$ cat src/hw/rtl/plint_pkg.sv
// Shared constants, codes and stage payload types of the piecewise linear interpolator.
`default_nettype none
package plint_pkg;
  localparam int TABLE_DEPTH = 16;
  localparam int IDX_W = $clog2(TABLE_DEPTH);
  localparam int CNT_W = $clog2(TABLE_DEPTH + 1);
  localparam int COUNT_W = 5;
  localparam int CFG_IDX_W = 1;
  localparam int CFG_DATA_W = 5;
  localparam int DATA_W = 32;
  localparam int SLOT_W = 4;
  localparam int MAG_W = DATA_W + 1;
  localparam int LO_W = 16;
  localparam int HI_W = MAG_W - LO_W;
  localparam int PROD_W = 2 * MAG_W;

  typedef enum logic {OP_LOAD = 1'b0, OP_QUERY = 1'b1} op_t;
  typedef enum logic [1:0] {
    STATUS_OK = 2'd0,
    STATUS_SAT = 2'd1,
    STATUS_ZERO_WIDTH = 2'd2
  } status_t;
  typedef enum logic [CFG_IDX_W-1:0] {
    REG_POINT_COUNT = 1'b0,
    REG_EXTRAPOLATE = 1'b1
  } reg_idx_t;

  typedef struct packed {
    logic signed [DATA_W-1:0] xq;
    logic signed [DATA_W-1:0] xl;
    logic signed [DATA_W-1:0] xr;
    logic signed [DATA_W-1:0] yl;
    logic signed [DATA_W-1:0] yr;
  } seg_t;

  typedef struct packed {
    logic [MAG_W-1:0] den;
    logic neg;
    logic zero_width;
    logic [DATA_W-1:0] yl;
  } job_t;
endpackage
`default_nettype wire

$ cat src/hw/rtl/plint_mul.sv
// Clamping, differences and the split magnitude product (three stages).
`default_nettype none
module plint_mul (
  input  wire logic clk,
  input  wire logic rst,
  input  wire logic en,
  input  wire logic extrapolate,
  input  wire plint_pkg::seg_t seg,
  input  wire logic seg_valid,
  output logic [plint_pkg::PROD_W-1:0] prod,
  output plint_pkg::job_t job,
  output logic prod_valid
);
  import plint_pkg::*;

  logic signed [DATA_W-1:0] yl_c;
  logic signed [DATA_W-1:0] yr_c;
  logic [MAG_W-1:0] den;
  logic [MAG_W-1:0] dy;
  logic [MAG_W-1:0] dx;
  job_t job_next;
  job_t job_a;
  job_t job_b;
  logic [MAG_W-1:0] dy_mag;
  logic [MAG_W-1:0] dx_mag;
  logic [LO_W+MAG_W-1:0] pp_lo;
  logic [HI_W+MAG_W-1:0] pp_hi;
  logic v_a;
  logic v_b;

  always_comb begin
    yl_c = seg.yl;
    yr_c = seg.yr;
    if (!extrapolate) begin
      if (seg.xq < seg.xl) begin
        yr_c = yl_c;
      end
      if (seg.xq > seg.xr) begin
        yl_c = yr_c;
      end
    end
    den = {seg.xr[DATA_W-1], seg.xr} - {seg.xl[DATA_W-1], seg.xl};
    dy = {yr_c[DATA_W-1], yr_c} - {yl_c[DATA_W-1], yl_c};
    dx = {seg.xq[DATA_W-1], seg.xq} - {seg.xl[DATA_W-1], seg.xl};
    job_next.den = den[MAG_W-1] ? (~den + MAG_W'(1)) : den;
    job_next.neg = ((dy[MAG_W-1] != dx[MAG_W-1]) != den[MAG_W-1]) && (dy != '0) && (dx != '0);
    job_next.zero_width = (den == '0);
    job_next.yl = yl_c;
  end

  always_ff @(posedge clk) begin
    if (rst) begin
      v_a <= 1'b0;
      v_b <= 1'b0;
      prod_valid <= 1'b0;
    end else if (en) begin
      v_a <= seg_valid;
      v_b <= v_a;
      prod_valid <= v_b;
    end
  end

  always_ff @(posedge clk) begin
    if (en) begin
      job_a <= job_next;
      dy_mag <= dy[MAG_W-1] ? (~dy + MAG_W'(1)) : dy;
      dx_mag <= dx[MAG_W-1] ? (~dx + MAG_W'(1)) : dx;
      job_b <= job_a;
      pp_lo <= dy_mag[LO_W-1:0] * dx_mag;
      pp_hi <= dy_mag[MAG_W-1:LO_W] * dx_mag;
      job <= job_b;
      prod <= PROD_W'(pp_lo) + (PROD_W'(pp_hi) << LO_W);
    end
  end
endmodule
`default_nettype wire

$ cat config.mk
export PLATFORM = sky130hd
export DESIGN_NAME = plint_mul
export DESIGN_NICKNAME = d
export VERILOG_FILES = /design/src/hw/rtl/plint_pkg.sv /design/src/hw/rtl/plint_mul.sv
export SDC_FILE = /design/constraint.sdc
export NUM_CORES = 2
export LEC_CHECK = 0
export ABC_CLOCK_PERIOD_IN_PS = 13100
export BUFFER_PORTS_ARGS = -buffer_cell sky130_fd_sc_hd__buf_4
export CORE_MARGIN = 2
export CORE_UTILIZATION = 35
export CTS_BUF_LIST = sky130_fd_sc_hd__clkbuf_8
export CTS_CLUSTER_DIAMETER = 80
export DETAILED_ROUTE_END_ITERATION = 10
export GPL_ROUTABILITY_DRIVEN = 0
export PLACE_DENSITY = 0.5
export REMOVE_ABC_BUFFERS = 1
export SETUP_SLACK_MARGIN = 0.2
export SLEW_MARGIN = 15
export SYNTH_ARGS = -nofsm -noshare
export SYNTH_HDL_FRONTEND = slang
export SYNTH_SLANG_ARGS = --single-unit
$ cat constraint.sdc
create_clock -name clk -period 13.1 [get_ports clk]
set_input_delay 1.31 -clock clk [delete_from_list [all_inputs] [get_ports clk]]
set_output_delay 1.31 -clock clk [all_outputs]
set_load 0.02 [all_outputs]
# Word-level counts from Yosys, hierarchy flattened
# Cells that the tools add are included.
# totals
output_inout_bits	134
elab_cells	51
reg_bits	435
# classes
add_sub_neg	7
n_eq_ne	2
order_cmp	2
mux	7
multipliers	2
bitwise	3
reduce_logical	5
# op_table
operator	n
$mux 32	7
$add 33x1->33 const B	3
$not 33->33	3
$sub 32x32->33	3
$add 49x66->66	1
$reduce_bool 33->1	2
$mul 17x33->50	1
$mul 16x33->49	1
$logic_not 33->1	1
$gt 32x32->1	1
$lt 32x32->1	1
$logic_and 1x1->1	2
$ne 1x1->1	2

# Depth between registers and ports, before layout
# depth
depth_word	9
depth_mapped	33

# Worst setup path after synthesis
# OpenSTA, ideal clock, no wires.
# synth_path
path_kind	in2reg
startpoint	in seg[108] (netlist name)
endpoint	reg dy_mag[32], data pin
setup_slack_ps	5543
path_buffers	3
required_ps	12845
cell_stages	29
arrival_time_ps	7302
setup_time_ps	255
cell_sequence	inv_1 -> ha_1 -> buf_4 -> a21oi_1 -> o21a_1 -> o31ai_2 -> and2_1 -> o31a_2 -> a41oi_1 -> a21oi_2 -> nand2b_1 -> mux2i_1 -> nor2b_1 -> buf_2 -> buf_2 -> mux2i_1 -> ha_1 -> inv_1 -> fa_1 -> a21o_1 -> a211oi_1 -> nor2_1 -> or3_1 -> or4b_1 -> or3_1 -> nand2b_1 -> nor4_1 -> ha_1 -> and2_1
# synth_via
elab_chain_cells	7
# synth_rtl
item	line	source
start: declaration	plint_mul.sv:8	input wire plint_pkg::seg_t seg,
$lt 32x32->1 (*)	plint_mul.sv:35	if (seg.xq < seg.xl) begin
$mux 32 (*)	plint_mul.sv:35	
$mux 32	plint_mul.sv:38	if (seg.xq > seg.xr) begin
$mux 32	plint_mul.sv:34	if (!extrapolate) begin
$sub 32x32->33 (*)	plint_mul.sv:43	dy = {yr_c[DATA_W-1], yr_c} - {yl_c[DATA_W-1], yl_c};
$not 33->33	plint_mul.sv:66	dy_mag <= dy[MAG_W-1] ? (~dy + MAG_W'(1)) : dy;
$add 33x1->33	plint_mul.sv:66	
end signal: assignment	plint_mul.sv:66	
end: declaration	plint_mul.sv:24	logic [MAG_W-1:0] dy_mag;
# Every way passes the cells marked *; elsewhere a longest branch is shown, timed or not.
# A chain may end at the register's enable or synchronous reset.

# Final worst setup path
# layout_path
startpoint	in seg[100] (netlist name)
endpoint	reg dy_mag[32], data pin
# The elaborated chain is that of the path after synthesis.

==> flow_summary.yaml <==
run_status:
  outcome: "finished, final reports clean"
timing:
  timing.slew.headroom_pct: 29.72
  setup_total_negative_slack_ps: 0
  timing_worst_slew_pin_value_ps: 1045
  timing_hold_violations_final: 0
  min_period_ps: 8522
  hold_slack_final_ps: 380.4
  timing.final.crit_share_pct: 65.05
  clock_skew_ps: 49.68
  layout_setup_ws_ps: 4578
  max_clock_freq_mhz: 117.3
  timing.final.max_slew_violations: 0
  rsz_0062_raised_after_global_routing: "false"
  setup-violations-final: 0
grt:
  number_of_antenna_violations_at_the_first_check_in_global_routing: 9
  global_route_wire_length_before_repair_um: 261000
  grt-ovfl-total: 0
  grt_pass1_vias: 44600
  grt.total_usage_pct: 20.05
  largest_net_degree_at_the_start_of_global_routing: 148
die:
  die-width_um: 410.9
  die-area_um2: 168900
  ioPinCount: 299
  core_um2: 164600
  row_count: 149
  die-height_um: 410.9
  starting_density_of_the_core_pct: 35.21
cts:
  post-cts-setup-buffer-count: 0
  clockBufferDepth: 3
  cts_resized: 0
  cts_num_sinks: 435
  hold_buffers: 0
  cts_made_buffers: 85
  cts_htree_levels: 3
  tritoncts: "done"
  root_buffer: "clkbuf_8"
  worst_setup_hold_path_clk_slew_ps: 70
  worst_skew_pair.late_latency_ps: 820
yosys:
  synthSimpleGateAreaFrac_pct: 14.00
  synthesis.instances: 5905
  synth_cell_type_count: 94
  post-synth-top-area-cell: "fa_1"
  synthDominantCellAreaShare_pct: 31.09
  synth_top_family_by_area: "adder cells"
  ys_ff_latch: 435
  yosysSeqAreaShare_pct: 22.49
  synth_compound_gate_area_share_pct: 8.640
  post_synthesis_xor_xnor_area_fraction_pct: 4.503
  synth.cells.most_frequent: "inv_1, nand2_1, fa_1"
  synth.mux.area_fraction_pct: 2.129
  post_synth.cell_area_avg_um2: 9.815
  synthArstFlopShare_pct: 0
  synthTopCellsByArea: "fa_1, edfxtp_1, ha_1"
  yosys.area_share.adder_pct: 40.03
  dominantRegCellSynth: "edfxtp_1"
  number_of_synthesized_flops_with_an_enable_pin: 432
  ys_warn_count: 0
  syn_area_um2: 57960
  synthMostInstantiatedCell: "inv_1"
worst_setup_path:
  cp_startpoint_kind: "primary input"
  critPathKind: "primary input to flip-flop"
  timing.critical_path.arrival_ps: 9100
  worstPathMaxFanout: 32
  cpMostUsedCell: "ha_1"
  timing.reg2reg.setup_slack_ps: 4980
  worst_path_max_delay_cell: "nor2b_4"
  crit_path_end_kind: "flip-flop"
  worst_ep_required_time_ps: 13680
  critical-path-max-stage-delay_ps: 860
  endpoint_of_the_lowest_slack_register_to_register_path: "pp_lo[47]"
  worstReg2RegStart: "dx_mag[10]"
  timing.reg2reg.worst_path_depth: 27
cells_and_area:
  n_fill_cell: 16420
  final_nets: 7588
  flip_flop_and_latch_area_um2: 13030
  area_growth_pct: 10.91
  share_of_layout_cells_above_drive_strength_1_pct: 10.15
  multiInputGateArea_um2: 40190
  layoutNonFillerInstCount: 8369
placement:
  io_buffers: 298
  pre_cts_ws_ps: 3725
  post-dp-hpwl_um: 125300
  dp.cells: 8211
route:
  final_wl_um: 166100
  drtIter0Drc: 2626
  drt-pass1-iter-count: 5
  vias_per_cell: 5.017
  number_of_antenna_violating_nets_in_the_routed_design: 0
  drc: 0
  via_count: 41990
  routed_wire_length_per_instance_um: 19.85
min_path:
  min_path_cells: 0
  hold_path_class: "flip-flop to flip-flop"
  whs_endpoint: "job_b[41]"
  hp-start: "job_a[41]"
run:
  drv_cap: 0
## registers in the layout, summed over array words and instances (netlist names)
| signal | flops |
|---|---|
| pp_lo | 49 |
| job | 67 |
| dx_mag | 33 |
| prod | 66 |
| v_a | 1 |
| job_a | 67 |
| pp_hi | 50 |
| job_b | 67 |
| prod_valid | 1 |
| dy_mag | 33 |
| v_b | 1 |
## routing by layer
metal / up-vias / wire, µm / global-route usage (%)
li1: 19340 / - / -
met1: 21300 / 71480 / 26.12
met2: 1115 / 81520 / 34.54
met3: 241 / 8774 / 2.817
met4: 4 / 4309 / 5.886
met5: - / 27 / 0
## worst max path at each step
stage | from | endpoint | slack, ps | cells past startpoint
after CTS | seg[100] | dy_mag[32] | 4660 | 29
final | seg[100] | dy_mag[32] | 4580 | 29
after global routing | seg[100] | job_a[33] | 4060 | 29
after floorplan | seg[108] | dy_mag[32] | 3790 | 26
after detailed placement | seg[100] | dy_mag[32] | 3730 | 29
after global placement | seg[100] | dy_mag[32] | 3810 | 29
## cells by family (layout without fill, tap and decap cells)
group,count (synthesis),after routing
other cells,0,4
buf+inv,1250,1521
xor+xnor,298,298
fa+ha+maj,1314,1314
simple gates,1739,1739
compound gates,765,765
flops,435,435
mux,104,104
## final cells by class
| class | count | area share (%) |
|---|---|---|
| multi-input combinational | 4220 | 62.52 |
| sequential | 435 | 20.27 |
| inverter | 985 | 5.752 |
| timing repair buffer | 382 | 4.492 |
| tap | 2189 | 4.261 |
| clock buffer | 89 | 1.906 |
| clock inverter | 65 | 0.7805 |
| antenna | 4 | 0.01557 |
## stage by stage
stage	cell area [µm²]	util (%)
global placement	62550	37.99
CTS	64270	39.04
global route	64280	39.05
finish	64280	39.05
floorplan	56890	-
detailed placement	62550	37.99
## placed cells by master, fill, tap and decap left out, types with 154 or more instances in the layout
cell and count:
a21oi_1 224, xnor2_1 202, and2_1 310, edfxtp_1 432, ha_1 414, fa_1 900, buf_4 380, inv_1 999
nor2_1 154, nand2_1 949
## critical path, delay by kind of cell
family | cells | cell delay, ps
fa+ha+maj | 4 | 1390
simple gates | 7 | 1910
buf+inv | 4 | 420
compound gates | 12 | 3310
mux | 2 | 700
Power is not shown: default switching activity piles up to over one toggle a cycle in this logic, so the estimate is an artifact.
