==> src/hw/rtl/plint_pkg.sv <==
// Shared constants, codes and stage payload types of the piecewise linear interpolator.
`default_nettype none
package plint_pkg;
  localparam int TABLE_DEPTH = 16;
  localparam int IDX_W = $clog2(TABLE_DEPTH);
  localparam int CNT_W = $clog2(TABLE_DEPTH + 1);
  localparam int COUNT_W = 5;
  localparam int CFG_IDX_W = 1;
  localparam int CFG_DATA_W = 5;
  localparam int DATA_W = 32;
  localparam int SLOT_W = 4;
  localparam int MAG_W = DATA_W + 1;
  localparam int LO_W = 16;
  localparam int HI_W = MAG_W - LO_W;
  localparam int PROD_W = 2 * MAG_W;

  typedef enum logic {OP_LOAD = 1'b0, OP_QUERY = 1'b1} op_t;
  typedef enum logic [1:0] {
    STATUS_OK = 2'd0,
    STATUS_SAT = 2'd1,
    STATUS_ZERO_WIDTH = 2'd2
  } status_t;
  typedef enum logic [CFG_IDX_W-1:0] {
    REG_POINT_COUNT = 1'b0,
    REG_EXTRAPOLATE = 1'b1
  } reg_idx_t;

  typedef struct packed {
    logic signed [DATA_W-1:0] xq;
    logic signed [DATA_W-1:0] xl;
    logic signed [DATA_W-1:0] xr;
    logic signed [DATA_W-1:0] yl;
    logic signed [DATA_W-1:0] yr;
  } seg_t;

  typedef struct packed {
    logic [MAG_W-1:0] den;
    logic neg;
    logic zero_width;
    logic [DATA_W-1:0] yl;
  } job_t;
endpackage
`default_nettype wire

==> src/hw/rtl/plint_table.sv <==
// Breakpoint storage and segment search, registered segment ends out.
`default_nettype none
module plint_table (
  input  wire logic clk,
  input  wire logic rst,
  input  wire logic en,
  input  wire logic wr,
  input  wire logic rd,
  input  wire logic [plint_pkg::SLOT_W-1:0] slot,
  input  wire logic signed [plint_pkg::DATA_W-1:0] x,
  input  wire logic signed [plint_pkg::DATA_W-1:0] y,
  input  wire logic [plint_pkg::COUNT_W-1:0] count,
  output plint_pkg::seg_t seg,
  output logic seg_valid
);
  import plint_pkg::*;

  logic signed [DATA_W-1:0] bx [TABLE_DEPTH];
  logic signed [DATA_W-1:0] by [TABLE_DEPTH];
  logic [CNT_W-1:0] n;
  logic [IDX_W-1:0] last;
  logic [IDX_W-1:0] sel;
  logic [IDX_W-1:0] sel_r;
  logic found;

  always_ff @(posedge clk) begin
    if (wr && (int'(slot) < TABLE_DEPTH)) begin
      bx[IDX_W'(slot)] <= x;
      by[IDX_W'(slot)] <= y;
    end
  end

  always_comb begin
    if (count < COUNT_W'(2)) begin
      n = CNT_W'(2);
    end else if (int'(count) > TABLE_DEPTH) begin
      n = CNT_W'(TABLE_DEPTH);
    end else begin
      n = CNT_W'(count);
    end
    last = IDX_W'(n - CNT_W'(2));
    sel = last;
    found = 1'b0;
    if (x < bx[last]) begin
      sel = '0;
      for (int k = 0; k < TABLE_DEPTH - 2; k++) begin
        if (!found && (k + 3 <= int'(n)) && (x <= bx[k+1])) begin
          sel = IDX_W'(k);
          found = 1'b1;
        end
      end
    end
  end

  assign sel_r = sel + IDX_W'(1);

  always_ff @(posedge clk) begin
    if (rst) begin
      seg_valid <= 1'b0;
    end else if (en) begin
      seg_valid <= rd;
    end
  end

  always_ff @(posedge clk) begin
    if (en) begin
      seg.xq <= x;
      seg.xl <= bx[sel];
      seg.xr <= bx[sel_r];
      seg.yl <= by[sel];
      seg.yr <= by[sel_r];
    end
  end
endmodule
`default_nettype wire

==> config.mk <==
export PLATFORM = sky130hd
export DESIGN_NAME = plint_table
export DESIGN_NICKNAME = d
export VERILOG_FILES = /design/src/hw/rtl/plint_pkg.sv /design/src/hw/rtl/plint_table.sv
export SDC_FILE = /design/constraint.sdc
export NUM_CORES = 2
export LEC_CHECK = 0
export BUFFER_PORTS_ARGS = -buffer_cell sky130_fd_sc_hd__buf_2
export CORE_ASPECT_RATIO = 1.25
export CORE_MARGIN = 2
export CORE_UTILIZATION = 25
export DETAILED_ROUTE_END_ITERATION = 8
export PLACE_DENSITY = 0.49
export RECOVER_POWER = 100
export SETUP_SLACK_MARGIN = 0.05
export SYNTH_ARGS = -nofsm -noshare
export SYNTH_HDL_FRONTEND = slang
export SYNTH_SLANG_ARGS = --single-unit
==> constraint.sdc <==
create_clock -name clk -period 12.69 [get_ports clk]
set_clock_uncertainty 0.1 [all_clocks]
set_input_delay 1.269 -clock clk [delete_from_list [all_inputs] [get_ports clk]]
set_output_delay 1.269 -clock clk [all_outputs]
set_load 0.03 [all_outputs]
* After elaboration in Yosys (flattened, before gate mapping)
Memory sizes are Yosys's and may differ from the RTL's. A register that Yosys moved wholly into a read port is not among the register bits. Cells that the tools add are included.
Storage, ports and cells: flip-flop bits (word level) 33, memory bits (writable) 1024, bits of input ports 78, output and inout bits 161, word-level logic and storage cells 121, memories kept 2
Cells by class: add/subtract/negate cells 2, magnitude comparators 31, multiplexer cells 44, reduce and logical (&&, ||, !) cells 40
Memory list:
- bx | depth 16, width 32, read ports 17, clocked after memory_dff 2, wr ports 1, RTL line plint_table.sv:18 | logic signed [DATA_W-1:0] bx [TABLE_DEPTH];
- by | depth 16, width 32, read ports 2, clocked after memory_dff 2, wr ports 1, RTL line plint_table.sv:19 | logic signed [DATA_W-1:0] by [TABLE_DEPTH];
Operators with widths (number):
- <= comparator 32 bit | 14
- two-way mux 4 bit | 13
- <= comparator 4 x 5 -> 1 bit (first input constant) | 8
- less-than comparator 32 bit | 1
- two-way mux 1 bit | 29
- logical AND 1 bit | 27
- <= comparator 3 x 5 -> 1 bit (first input constant) | 4
- zero test 1 bit | 13
- two-way mux 5 bit | 2
- > comparator 5 bit (second input constant) | 1
- <= comparator 2 x 5 -> 1 bit (first input constant) | 1
- <= comparator 5 bit (first input constant) | 1
- less-than comparator 5 x 2 -> 1 bit (second input constant) | 1
- adder 4 x 1 -> 4 bit (second input constant) | 1
- subtractor 4 x 2 -> 4 bit (second input constant) | 1

* Logic depth before layout (Yosys ltp)
depth after elaboration 73, mapped depth 33, gate-level depth less buffers 24

* Least setup slack after synthesis
No wires, ideal clock.
path kind input port to flip-flop, from input port count[2] (netlist bit), to register seg[64] (netlist name), arrival time 8.555 ns, data required time 12.309 ns, slack 3.754 ns, cell stages on the path 28, buffers on the path 9, cells stage by stage clkbuf_1 > nor2_1 > nor2_1 > nor2_1 > clkbuf_1 > buf_1 > ha_1 > buf_1 > clkbuf_1 > mux4_2 > ha_1 > or4_1 > a211oi_1 > o311ai_0 > o22ai_1 > nand3_1 > nor3b_1 > a32oi_4 > inv_2 > clkbuf_1 > clkbuf_1 > ha_1 > inv_1 > clkbuf_1 > clkbuf_1 > mux4_2 > nand2_1 > a31oi_1
On the way: longest elaborated chain between the ends 73, elaborated cells on any way between the ends 102, classes of those cells 2 x add/sub; 17 x order compare; 42 x mux; 40 x reduce/logical; 1 x memory
RTL lines:
- from (decl) | RTL line plint_table.sv:12 | input wire logic [plint_pkg::COUNT_W-1:0] count,
- > comparator 5 bit | RTL line plint_table.sv:36 | end else if (int'(count) > TABLE_DEPTH) begin
- two-way mux 5 bit | RTL line plint_table.sv:36
- two-way mux 5 bit (*) | RTL line plint_table.sv:34 | if (count < COUNT_W'(2)) begin
- <= comparator 2 x 5 -> 1 bit | RTL line plint_table.sv:47 | if (!found && (k + 3 <= int'(n)) && (x <= bx[k+1])) begin
- logical AND 1 bit | RTL line plint_table.sv:47
- two-way mux 1 bit | RTL line plint_table.sv:47
- two-way mux 1 bit | RTL line plint_table.sv:44 | if (x < bx[last]) begin
- zero test 1 bit | RTL line plint_table.sv:47
- [55 not listed]
- logical AND 1 bit (2 in series) | RTL line plint_table.sv:47
- two-way mux 1 bit | RTL line plint_table.sv:47
- two-way mux 1 bit | RTL line plint_table.sv:44
- zero test 1 bit | RTL line plint_table.sv:47
- logical AND 1 bit (2 in series) | RTL line plint_table.sv:47
- two-way mux 4 bit | RTL line plint_table.sv:47
- two-way mux 4 bit (*) | RTL line plint_table.sv:44
- adder 4 x 1 -> 4 bit (*) | RTL line plint_table.sv:55 | assign sel_r = sel + IDX_W'(1);
Every way passes the cells marked *; elsewhere a longest branch is shown, timed or not. The select of a mux whose other input is x is not followed. A chain may end at the register's enable or synchronous reset.

* Worst setup path in the final report
from input port x[31] (netlist bit), to register seg[88] (netlist name)
On the way: longest elaborated chain between the ends 70, elaborated cells on any way between the ends 96, classes of those cells 1 x add/sub; 15 x order compare; 40 x mux; 40 x reduce/logical
RTL lines:
- from (decl) | RTL line plint_table.sv:10 | input wire logic signed [plint_pkg::DATA_W-1:0] x,
- <= comparator 32 bit | RTL line plint_table.sv:47
- logical AND 1 bit | RTL line plint_table.sv:47
- two-way mux 1 bit | RTL line plint_table.sv:47
- two-way mux 1 bit | RTL line plint_table.sv:44
- zero test 1 bit | RTL line plint_table.sv:47
- logical AND 1 bit (2 in series) | RTL line plint_table.sv:47
- two-way mux 1 bit | RTL line plint_table.sv:47
- two-way mux 1 bit | RTL line plint_table.sv:44
- [51 not listed]
- logical AND 1 bit (2 in series) | RTL line plint_table.sv:47
- two-way mux 1 bit | RTL line plint_table.sv:47
- two-way mux 1 bit | RTL line plint_table.sv:44
- zero test 1 bit | RTL line plint_table.sv:47
- logical AND 1 bit (2 in series) | RTL line plint_table.sv:47
- two-way mux 4 bit | RTL line plint_table.sv:47
- two-way mux 4 bit (*) | RTL line plint_table.sv:44
- adder 4 x 1 -> 4 bit (*) | RTL line plint_table.sv:55
Marks and branches as above.

==> metrics <==
status=finished, violations left; failing checks=capacitance limit, slew limit; crit start category=input pin; Reg2Reg Depth=17; final setup fails=0; critical path cell sequence=buf_2, clkbuf_1, ha_1, nand3_1, or4_1, or4_1, o31ai_1, o21ai_0, a211o_1, nand2_1, nand4_1, a32oi_4, buf_4, nor3_2, xnor2_1, buf_4, and3_1, a31oi_1; Total Nets Final=6464; die area=0.282 mm^2; CTS buffer count=145; Fmax=91.1 MHz; worst ir drop on vdd=0.176 mV; fill cell count=28400; Port Buffers=238; vias per std cell=5.29; R2R Setup Slk=3.43 ns; Post-Syn Instances=5722; power share of the sequential group=0.342; RSZ-0062 raised after global routing=false; fin area=0.0791 mm^2; critical path's slowest cell=xnor2_1; CP Depth=18; Vias=51400; Crit Path Category=input pin to flip-flop; post-synthesis sequential area ratio=0.512; Cell Area, Synth=0.0695 mm^2; syn_nets=6285; worst slew pin tran=5.23 ns; pre-CTS setup slack=2.97 ns; GRT overflow=0; Iter 0 DRT Violations=5582; later-pin clock latency in the skew report=0.86 ns; die height=593 um; Reg2Reg Capture Point=seg[88]; hold-fix buffer count after cts=0; CTS max path bufs=4; relative slew slack=-2.49; async set-reset flop share out of synthesis=0; worst path bufs/invs=4; CTS Root Cell=clkbuf_16; initial antenna violation count=36; routed length per instance=28.0 um; worst r2r src=bx[14][31]; GRT Util Overall=0.189; Cell Area, Placed=0.0751 mm^2; WHS Endpoint=seg_valid; hold path start=seg_valid; post-DP HPWL=176 mm; DR pass1 iterations=6; layout cells sized above 1=0.120; CTS tree=done; crit-path max FO=52; clock power share=0.287; H-Tree Depth=4; core outline area=0.277 mm^2; synthesis-to-layout area growth=13.9%; period utilization=0.865; vias in the first global route=50800; Tot Pwr=14.5 mW; Setup WS post-layout=1.72 ns; die width=475 um; CTS sink cnt=1185; Sw Pwr=5.40 mW; RePlAce Congestion=0.939; WP data arrival=11.36 ns; CP max stage delay=1.72 ns; Hold Crit Depth=2; synth unique cells=76; delay-heaviest family, CP=buffers and inverters; remaining antenna violation count=0; P_int=9.05 mW; CP Capture Type=flip-flop; Comb pwr share=0.371; # IOs=239; Syn. warnings=0; Required @ worst endpoint=13.08 ns; largest net degree at the start of global routing=173; DRC=0; clock transition at the registers of the reported paths=0.06 ns; crit path from=x[31]; Switching Share=0.374; ys flop type=edfxtp_1; final slew viol count=2211; Post-synth EDFFs=1184; Post CTS Setup Buffer Count=0; Fin. Hold Viols=0; FP Rows=216; Leak=29.1 nW; final setup TNS=0 ns; min cycle time layout=10.97 ns; first-pass GRT wire length=383 mm; Final Routed Wirelength=272 mm; Post-Syn Area per Cell=12.1 um^2; total of max-cap violations=70; Yosys reg bits=1185; post-cts resize count=0; min-delay worst type=flip-flop to flip-flop; Initial Utilization=0.251; Pwr Density=183 mW/mm^2
==> routing by layer <==
layer	routed length, um	up-vias	global-route usage	share of wire
li1	-	22500	-	-
met1	106000	26100	0.229	0.39
met2	133000	2198	0.323	0.49
met3	17500	635	0.0305	0.064
met4	15800	30	0.0934	0.058
met5	168	-	0	0.00062
==> cell families after synthesis <==
logic type | Yosys count | share of synthesized area
XOR/XNOR | 5 | 0.000739
flip-flops | 1185 | 0.512
buffers and inverters | 803 | 0.0492
AO/OA/AOI/OAI | 1230 | 0.121
adder cells (fa/ha/maj) | 485 | 0.0874
AND/OR/NAND/NOR | 1432 | 0.0922
multiplexers | 582 | 0.137
==> per-stage QoR <==
step	hold slack [ns]	std cells	utilization
6_report	0.398	9720	0.286
4_1_cts	0.404	9707	0.288
5_1_grt	0.442	9712	0.286
2_1_floorplan	0.530	5722	-
3_3_place_gp	0.369	9460	0.271
3_5_place_dp	0.388	9460	0.271
==> cell usage after synthesis (26+ instances only) <==
master    number  area share
a21oi_1      316       0.023
nor2b_1       26      0.0023
and3_1        70      0.0063
o21ai_0      104      0.0075
buf_2         63      0.0045
a31oi_1      172       0.015
a21o_1        42      0.0045
nand4_1       81      0.0073
mux2i_1      195       0.028
inv_1        463       0.025
buf_4         38      0.0041
edfxtp_1    1184        0.51
mux4_2       287       0.093
nor2_1       190       0.010
mux2_2       100       0.016
a221oi_1     135       0.017
o22ai_1       38      0.0034
ha_1         485       0.087
a211oi_1     221       0.024
o32ai_1       31      0.0039
a221o_1       69      0.0099
and2_1        70      0.0063
nand3_1       62      0.0045
clkbuf_1     201       0.011
nand2_1      822       0.044
==> sequential cells by signal, summed over array words and instances, names as in the netlist <==
register / cells
seg_valid: 1
bx: 512
seg: 160
by: 512
==> area by class of cell <==
class	count	area, um^2	share of cell area
diodes	13	32.5	0.000411
clock buffers	177	3810	0.0482
clock inverters	70	707	0.00894
inverters	465	1760	0.0223
multi-input cells	3734	30700	0.388
flip-flops and latches	1185	35600	0.450
well taps	3706	4640	0.0586
repair buffers	370	1890	0.0239
==> worst max-delay path by stage <==
stage,endpoint
after floorplan,seg[64]
after global placement,seg[69]
after detailed placement,seg[90]
after CTS,seg[70]
after global routing,seg[88]
final,seg[88]
==> placed cells by master (no fill, tap or decap), drive strengths merged, types with 22 or more instances in the layout <==
master  count
a21oi     316
buf       100
mux2i     195
a31oi     172
o21ai     106
a221oi    135
nand2     822
ha        485
and2       70
mux2      100
clkinv     51
clkbuf    447
nor2      190
nor2b      26
inv       466
nor3       22
nand3      62
o22ai      38
and3       70
a211oi    221
edfxtp   1184
nand4      81
mux4      287
o32ai      31
a21o       42
a221o      69
==> power groups by stage <==
stage	clock (mW)	combinational [mW]	sequential, mW
after floorplan	0	3.32	5.26
after global placement	0	5.44	5.03
after detailed placement	0	5.44	5.02
after CTS	4.25	5.47	4.95
after global routing	4.37	5.75	4.98
final	4.14	5.37	4.94
==> tightest hold or removal path, cell delays in order (launching register included) <==
cell,delay [ns]
dfxtp_1,0.32
mux2i_1,0.07
nor2_1,0.07
Note: power is estimated with default switching activity, not from simulation.
